==> config.mk <==
export PLATFORM = sky130hd
export DESIGN_NAME = station_association_table
export DESIGN_NICKNAME = d
export VERILOG_FILES = /design/src/sat_pkg.sv /design/src/station_association_table.sv /design/src/sat_ram.sv /design/src/sat_outreg.sv
export SDC_FILE = /design/constraint.sdc
export NUM_CORES = 1
export LEC_CHECK = 0
export BUFFER_PORTS_ARGS = -buffer_cell sky130_fd_sc_hd__buf_2
export CORE_MARGIN = 2
export CORE_UTILIZATION = 40
export CTS_CLUSTER_DIAMETER = 150
export DETAILED_ROUTE_END_ITERATION = 7
export GPL_ROUTABILITY_DRIVEN = 0
export PLACE_DENSITY = 0.59
export SLEW_MARGIN = 10
export SYNTH_ARGS = -nofsm -noshare
export SYNTH_HDL_FRONTEND = slang
export SYNTH_SLANG_ARGS = --single-unit
==> constraint.sdc <==
create_clock -name clk -period 14.7 [get_ports clk]
set_input_delay 1.47 -clock clk [delete_from_list [all_inputs] [get_ports clk]]
set_output_delay 1.47 -clock clk [all_outputs]
set_load 0.05 [all_outputs]
==> src/sat_pkg.sv <==
// Shared types and codes for the station association table.
package sat_pkg;

  localparam int MAC_W  = 48;
  localparam int CAPS_W = 3;
  localparam int SLEEP_W = 2;

  localparam logic [2:0] KIND_AUTH   = 3'd0;
  localparam logic [2:0] KIND_ASSOC  = 3'd1;
  localparam logic [2:0] KIND_DEAUTH = 3'd2;
  localparam logic [2:0] KIND_POWER  = 3'd3;
  localparam logic [2:0] KIND_CLEAR  = 3'd4;

  localparam logic [1:0] ST_OK          = 2'd0;
  localparam logic [1:0] ST_BAD_ARG     = 2'd1;
  localparam logic [1:0] ST_FULL        = 2'd2;
  localparam logic [1:0] ST_UNSUPPORTED = 2'd3;

  localparam logic [1:0] SLEEP_DEFAULT   = 2'd0;
  localparam logic [1:0] SLEEP_AWAKE     = 2'd1;
  localparam logic [1:0] SLEEP_LOW_POWER = 2'd2;

  typedef struct packed {
    logic [2:0]       kind;
    logic [MAC_W-1:0] station_mac;
    logic             cap_aihs;
    logic             cap_sharing;
    logic             cap_vendor_station;
    logic             power_save;
  } in_t;

  typedef struct packed {
    logic [1:0] status;
    logic [4:0] station_count;
    logic       slot_hit;
    logic [3:0] slot_index;
  } out_t;

  typedef struct packed {
    logic [MAC_W-1:0]   mac;
    logic [CAPS_W-1:0]  caps;
    logic [SLEEP_W-1:0] sleep;
  } entry_t;

  localparam int ENTRY_W = $bits(entry_t);

endpackage

==> src/station_association_table.sv <==
// Top level of the station association table: sequencer, slot memory and active flags.
//
// Usage: one request per management event enters on the item channel
// (item_valid/item_stall/item); exactly one result per request leaves on the
// result channel (result_valid/result_stall/result).
// Requests are handled one at a time. Clear-table, auth, zero-MAC and
// unsupported requests skip the scan and go straight to the output state.
// Assoc, deauth and power requests scan the slot memory one slot at a time
// (read then compare), stopping at the first matching station or after the
// last of at most STATION_SLOTS slots, then pass through the update state.
// The slot memory has a single read port.
// Reset empties the table at once: the active flags are flip-flops, so the
// slot memory needs no clearing pass. While the receiver stalls, a finished
// result waits in the output register; a new request is still accepted and
// processed, and its result waits until the register is free.
module station_association_table #(
  parameter int STATION_SLOTS = 16
) (
  input  logic          clk,
  input  logic          rst,
  input  logic          item_valid,
  output logic          item_stall,
  input  sat_pkg::in_t  item,
  output logic          result_valid,
  input  logic          result_stall,
  output sat_pkg::out_t result
);

  import sat_pkg::*;

  localparam int IDX_W = (STATION_SLOTS > 1) ? $clog2(STATION_SLOTS) : 1;
  localparam int CNT_W = $clog2(STATION_SLOTS + 1);
  localparam logic [IDX_W-1:0] LAST_IDX = IDX_W'(STATION_SLOTS - 1);

  localparam logic [2:0] S_IDLE = 3'd0;
  localparam logic [2:0] S_RD   = 3'd1;
  localparam logic [2:0] S_CMP  = 3'd2;
  localparam logic [2:0] S_UPD  = 3'd3;
  localparam logic [2:0] S_OUT  = 3'd4;

  logic [2:0]             state;
  in_t                    req;
  logic [STATION_SLOTS-1:0] active;
  logic [CNT_W-1:0]       count;
  logic [IDX_W-1:0]       scan_idx;
  logic                   match_found;
  logic [IDX_W-1:0]       match_idx;
  entry_t                 match_entry;
  logic                   free_found;
  logic [IDX_W-1:0]       free_idx;
  logic [1:0]             res_status;
  logic                   res_hit;
  logic [IDX_W-1:0]       res_idx;

  logic                   ram_we;
  logic [IDX_W-1:0]       ram_waddr;
  entry_t                 ram_wdata;
  logic [ENTRY_W-1:0]     ram_rdata;
  entry_t                 rd_entry;
  logic                   accept;
  logic                   cmp_hit;
  logic                   out_free;
  out_t                   out_data;
  logic [CNT_W+4:0]       count_ext;
  logic [IDX_W+3:0]       idx_ext;
  logic [CAPS_W-1:0]      req_caps;

  assign accept     = item_valid && !item_stall;
  assign item_stall = (state != S_IDLE);
  assign rd_entry   = ram_rdata;
  assign cmp_hit    = active[scan_idx] && (rd_entry.mac == req.station_mac);
  assign req_caps   = {req.cap_vendor_station, req.cap_sharing, req.cap_aihs};

  sat_ram #(
    .WIDTH (ENTRY_W),
    .DEPTH (STATION_SLOTS)
  ) u_slot_ram (
    .clk   (clk),
    .we    (ram_we),
    .waddr (ram_waddr),
    .wdata (ram_wdata),
    .raddr (scan_idx),
    .rdata (ram_rdata)
  );

  // Read-modify-write of the slot memory happens only in the update state.
  always_comb begin
    ram_we    = 1'b0;
    ram_waddr = match_idx;
    ram_wdata = match_entry;
    if (state == S_UPD) begin
      case (req.kind)
        KIND_ASSOC: begin
          if (match_found) begin
            ram_we         = 1'b1;
            ram_wdata.caps = req_caps;
          end else if (free_found) begin
            ram_we    = 1'b1;
            ram_waddr = free_idx;
            ram_wdata = '{mac: req.station_mac, caps: req_caps, sleep: SLEEP_DEFAULT};
          end
        end
        KIND_POWER: begin
          if (match_found) begin
            ram_we          = 1'b1;
            ram_wdata.sleep = req.power_save ? SLEEP_LOW_POWER : SLEEP_AWAKE;
          end
        end
        default: ram_we = 1'b0;
      endcase
    end
  end

  always_ff @(posedge clk) begin
    if (rst) begin
      state  <= S_IDLE;
      active <= '0;
      count  <= '0;
    end else begin
      case (state)
        S_IDLE: begin
          if (accept) begin
            if (item.kind == KIND_CLEAR) begin
              active <= '0;
              count  <= '0;
              state  <= S_OUT;
            end else if (item.station_mac == '0) begin
              state <= S_OUT;
            end else if (item.kind == KIND_ASSOC || item.kind == KIND_DEAUTH ||
                         item.kind == KIND_POWER) begin
              state <= S_RD;
            end else begin
              state <= S_OUT;
            end
          end
        end
        S_RD: state <= S_CMP;
        S_CMP: begin
          if (cmp_hit || scan_idx == LAST_IDX) begin
            state <= S_UPD;
          end else begin
            state <= S_RD;
          end
        end
        S_UPD: begin
          if (req.kind == KIND_ASSOC && !match_found && free_found) begin
            active[free_idx] <= 1'b1;
            count            <= count + 1'b1;
          end else if (req.kind == KIND_DEAUTH && match_found) begin
            active[match_idx] <= 1'b0;
            count             <= count - 1'b1;
          end
          state <= S_OUT;
        end
        S_OUT: begin
          if (out_free) begin
            state <= S_IDLE;
          end
        end
        default: state <= S_IDLE;
      endcase
    end
  end

  // Datapath registers: request, scan progress and result fields.
  always_ff @(posedge clk) begin
    case (state)
      S_IDLE: begin
        req         <= item;
        scan_idx    <= '0;
        match_found <= 1'b0;
        free_found  <= 1'b0;
        res_hit     <= 1'b0;
        res_idx     <= '0;
        if (item.kind == KIND_CLEAR) begin
          res_status <= ST_OK;
        end else if (item.station_mac == '0) begin
          res_status <= ST_BAD_ARG;
        end else if (item.kind == KIND_AUTH || item.kind == KIND_ASSOC ||
                     item.kind == KIND_DEAUTH || item.kind == KIND_POWER) begin
          res_status <= ST_OK;
        end else begin
          res_status <= ST_UNSUPPORTED;
        end
      end
      S_CMP: begin
        if (cmp_hit) begin
          match_found <= 1'b1;
          match_idx   <= scan_idx;
          match_entry <= rd_entry;
        end else begin
          if (!active[scan_idx] && !free_found) begin
            free_found <= 1'b1;
            free_idx   <= scan_idx;
          end
          if (scan_idx != LAST_IDX) begin
            scan_idx <= scan_idx + 1'b1;
          end
        end
      end
      S_UPD: begin
        if (match_found) begin
          res_hit <= 1'b1;
          res_idx <= match_idx;
        end else if (req.kind == KIND_ASSOC && free_found) begin
          res_hit <= 1'b1;
          res_idx <= free_idx;
        end else if (req.kind == KIND_ASSOC) begin
          res_status <= ST_FULL;
        end
      end
      default: begin
      end
    endcase
  end

  assign count_ext = {5'b0, count};
  assign idx_ext   = {4'b0, res_idx};

  always_comb begin
    out_data.status        = res_status;
    out_data.station_count = count_ext[4:0];
    out_data.slot_hit      = res_hit;
    out_data.slot_index    = idx_ext[3:0];
  end

  sat_outreg u_outreg (
    .clk          (clk),
    .rst          (rst),
    .load         ((state == S_OUT) && out_free),
    .load_data    (out_data),
    .free         (out_free),
    .result_valid (result_valid),
    .result_stall (result_stall),
    .result       (result)
  );

  a_count_bound: assert property (@(posedge clk) disable iff (rst)
    count <= CNT_W'(STATION_SLOTS))
    else $error("station count exceeds the number of slots");

  a_count_matches_active: assert property (@(posedge clk) disable iff (rst)
    count == CNT_W'($countones(active)))
    else $error("station count does not match the active flags");

  a_clear_empties: assert property (@(posedge clk) disable iff (rst)
    accept && item.kind == KIND_CLEAR |=> active == '0 && count == '0)
    else $error("clear-table left active slots");

  a_match_is_active: assert property (@(posedge clk) disable iff (rst)
    state == S_UPD && match_found |-> active[match_idx])
    else $error("matched slot is not active");

endmodule

==> src/sat_ram.sv <==
// Generic simple dual-port RAM with registered read data.
module sat_ram #(
  parameter int WIDTH = 8,
  parameter int DEPTH = 16
) (
  input  logic                             clk,
  input  logic                             we,
  input  logic [(DEPTH>1?$clog2(DEPTH):1)-1:0] waddr,
  input  logic [WIDTH-1:0]                 wdata,
  input  logic [(DEPTH>1?$clog2(DEPTH):1)-1:0] raddr,
  output logic [WIDTH-1:0]                 rdata
);

  logic [WIDTH-1:0] mem [DEPTH];

  always_ff @(posedge clk) begin
    if (we) begin
      mem[waddr] <= wdata;
    end
    rdata <= mem[raddr];
  end

endmodule

==> src/sat_outreg.sv <==
// Output register that holds one result until the receiver takes it.
module sat_outreg (
  input  logic          clk,
  input  logic          rst,
  input  logic          load,
  input  sat_pkg::out_t load_data,
  output logic          free,
  output logic          result_valid,
  input  logic          result_stall,
  output sat_pkg::out_t result
);

  import sat_pkg::*;

  assign free = !result_valid || !result_stall;

  always_ff @(posedge clk) begin
    if (rst) begin
      result_valid <= 1'b0;
    end else if (load) begin
      result_valid <= 1'b1;
    end else if (!result_stall) begin
      result_valid <= 1'b0;
    end
  end

  always_ff @(posedge clk) begin
    if (load) begin
      result <= load_data;
    end
  end

endmodule

==> impl_summary.md <==
Clock tree
The number of gates resized after CTS was 0. In this run the deepest clock path goes through 3 buffers. The worst-skew pair later-pin latency is 0.67 ns. The TritonCTS clock tree is built. The CTS H-tree depth is 3.

The clock slew seen by the registers of the worst setup and hold paths is 0.06 ns. Clock tree synthesis selected as its root buffer the cell clkbuf_16. The total setup buffers inserted after CTS is 0. Clock tree synthesis inserted a total of 98 buffers. CTS saw 973 sinks. The count of hold-fix buffers inserted at cts is 0.

Final layout
Leaving out fill and tap cells, the most frequent cells in the layout are edfxtp_1 (900), mux4_2 (244), clkbuf_16 (99), dfxtp_1 (73), buf_2 (68). At the end of the flow, the number of nets in the layout was 1831. The most frequent standard cell in the layout excluding fill and tap cells is edfxtp_1. The repair_antennas step left the layout with diodes totalling 0. After filler insertion, the fill cell instance count of the layout stands at 7445. The share of cells above drive strength 1 is 30.8%. Relative to the synthesized area, the layout overhead comes to 14.1%.

Die
The die covers 94600 sq um. The standard-cell row count is 111. The overall die height is 308 microns. The total area inside the core boundary comes to 91500 sq um. The floorplan step set the die width to 308 microns. Pin placement for this block handled 73 I/O pins. The initial standard-cell utilization of the core is 40.3%.

Global route
Entering global routing, the biggest net connects 60 pins. The first global-routing pass estimated 122 mm of wire. The number of antenna violations at the first check in global routing is 0. Summed over all layers, the global routing overflow is 0. The via count of the first global-routing pass is 17.6k. Across every metal layer, demand over resource in global routing totals 18.0%.

Setup path
Of all nets on the critical path, the largest fanout is 53. Data on the critical path is required at its endpoint by 14.98 ns. The endpoint identified for the worst register-to-register timing path is u_slot_ram.mem[2][10]. Data on the critical path arrives at its endpoint at 4.71 ns. The launch instance of the worst register-to-register path is state[2].

STA classifies the critical path startpoint as a flop. The critical path in this run is classified as reg2reg. The nature of the critical path endpoint is a flop. The depth of the worst register-to-register path is 7.

The internal reg-to-reg setup slack is 10.26 ns.

Hold path
In this run the worst hold path is classified as reg2reg. The hold-critical path endpoint is u_outreg.result[4]. Along the worst hold path, the cell count comes to 0. The beginning of the worst hold path is res_hit.

Logic synthesis
Yosys mapped a number of flops with a built-in enable equal to 900. The synthesized design contains 973 register bits. The most used flip-flop cell after synthesis is edfxtp_1.

The synthesis warning total is 0. The share of synthesized flip-flops with an asynchronous set or reset is 0%. The post-synthesis instance area is 36900 sq um. In this run the mean area of a mapped cell was 22.5 sq um. The total nets after synthesis is 1703.

The sequential share of the synthesized area is 77.3%. The post-synthesis cell count is 1639. The number of distinct library cells after synthesis is 50.

Route
The total wire length is 84.8 mm. After the first detailed-routing iteration, the DRC count stood at 1954. In the final routed layout, each cell accounts on average for 27.9 microns. The number of optimization iterations in the first detailed-route pass is 5. The DRC violations left is 0. Dividing the detail-routed via count by the number of cells gives 5.67.

The total vias in the final route is 17.2k. The number of nets still failing antenna checks after routing is 0.

Power
The clock network burns 43.5% of the power. The cell-internal power is 4.55 mW. The sequential share of power is 52.7%. Across the VDD grid, the largest voltage drop is 0.0948 mV. Net switching is 20.8% of the power.

In this run the power density over the cells is 137 nW/um^2. The leakage power of the design is 9.52 nW. For this design the total switching power over the nets is 1.19 mW. The total chip power is 5.74 mW. Per report_power, the combinational group accounts for 3.8% of the total.

Timing
The transition time of the tightest slew-check pin is 1.23 ns. The final number of setup-violating endpoints is 0. Setup total negative slack on the finished layout was measured at 0 ns.

The number of hold-slack violations in the final timing report is 0. The clock arrives with 0.0388 ns of skew. The final-report max-slew violation count is 0. The post-route fraction of the period consumed by the critical path is 30.2%. The relative slew slack is 17.1%. Setup repair after global routing left no endpoint under its margin. The maximum clock rate is 225 MHz.

The post-layout minimum cycle time is 4.44 ns.

Place
Summed over all nets, the half-perimeter wirelength after detailed placement is 42.2 mm. The total of buffers placed on input and output ports is 68.

Run
The number of max-cap violations is 0.

Run status
The flow ran to the end, and the final reports show no timing, DRC or antenna violations.
==> state kept, by name (all words and copies together) (netlist names) <==
register	flops
res_hit	1
scan_idx	4
u_slot_ram.rdata	48
state	3
req	51
active	16
u_slot_ram.mem	768
res_status	2
res_idx	4
match_entry	48
count	5
free_found	1
match_idx	4
u_outreg.result	12
u_outreg.result_valid	1
match_found	1
free_idx	4
==> cells by family after synthesis <==
family          after synthesis  share of synthesized area [%]
flops                       973                           77.3
compound gates               76                           1.45
fa+ha+maj                     5                          0.190
mux                         304                           16.7
simple gates                143                           2.15
xor+xnor                     54                           1.28
buf+inv                      84                          0.981
==> cell type report <==
class,instances,area [sq um],area share (%)
clock buffers,146,2830,6.74
multi-input cells,582,8160,19.4
well taps,1186,1480,3.53
flip-flops and latches,973,28500,67.7
clock inverters,37,447,1.06
inverters,8,30.0,0.0714
repair buffers,104,611,1.45
==> layer usage <==
layer	up-vias	wire [microns]	GRT usage (%)
met5	-	0	0
met1	9340	37000	25.7
met4	0	1900	4.99
met2	588	41500	29.4
li1	7177	-	-
met3	121	4460	2.38
==> critical path, stage by stage (launching register included) <==
cell	delay [ns]
dfxtp_1	0.41
nand3b_1	0.41
inv_2	0.37
nand3_4	0.14
buf_4	0.84
a21oi_1	0.51
nor2_4	0.53
buf_4	0.76
==> power groups by stage <==
stage                     Combinational (mW)  Sequential, mW  Clock (mW)
after floorplan                        0.144            3.08           0
after global placement                 0.220            3.09           0
after detailed placement               0.220            3.09           0
after CTS                              0.221            3.03        2.55
after global routing                   0.229            3.03        2.65
final                                  0.216            3.03        2.50
==> worst max path at each step <==
stage                 from                     to  slack (ns)  cells after the start
5_1_grt           state[2]  u_slot_ram.mem[2][50]        10.0                      7
3_3_place_gp      state[2]  u_slot_ram.mem[2][33]       10.27                      7
4_1_cts           state[2]  u_slot_ram.mem[2][50]       10.21                      7
3_5_place_dp      state[2]   u_slot_ram.mem[2][6]       10.21                      7
2_1_floorplan  scan_idx[0]        match_entry[10]        7.79                      6
6_report          state[2]  u_slot_ram.mem[2][10]       10.26                      7
==> cells in the mapped netlist (2+ instances only) <==
cell / count / area share [%]
a211oi_1: 16 / 0.33
nand4_1: 20 / 0.34
mux4_2: 244 / 15
buf_2: 34 / 0.46
a41oi_1: 16 / 0.38
nand2_1: 14 / 0.14
inv_2: 2 / 0.020
nor3b_1: 3 / 0.061
buf_1: 4 / 0.041
a21oi_1: 10 / 0.14
dfxtp_1: 73 / 4.0
and2_1: 5 / 0.085
mux2_2: 48 / 1.5
nor2_1: 30 / 0.31
nand3b_1: 4 / 0.081
nand2b_1: 6 / 0.10
mux2i_1: 12 / 0.33
xor2_1: 12 / 0.29
a21o_1: 3 / 0.061
nand3_1: 12 / 0.16
nor2b_1: 11 / 0.19
nor4_1: 18 / 0.31
a31oi_1: 4 / 0.068
xnor2_1: 42 / 1.0
or2_2: 3 / 0.051
clkbuf_1: 37 / 0.38
inv_1: 6 / 0.061
o21ai_0: 19 / 0.26
edfxtp_1: 900 / 73
nor3_1: 8 / 0.11
ha_1: 4 / 0.14
==> stage by stage <==
stage | worst slack (ns) | util (%) | area [sq um] | instances | hold WS [ns]
floorplan | 7.79 | - | 36900 | 1639 | 0.400
global placement | 10.27 | 42.4 | 38800 | 2853 | 0.401
detailed placement | 10.21 | 42.4 | 38800 | 2853 | 0.405
CTS | 10.21 | 46.0 | 42100 | 3036 | 0.418
global route | 10.0 | 46.0 | 42100 | 3036 | 0.428
finish | 10.26 | 46.0 | 42100 | 3036 | 0.417
Power figures use the tool's default switching activity.
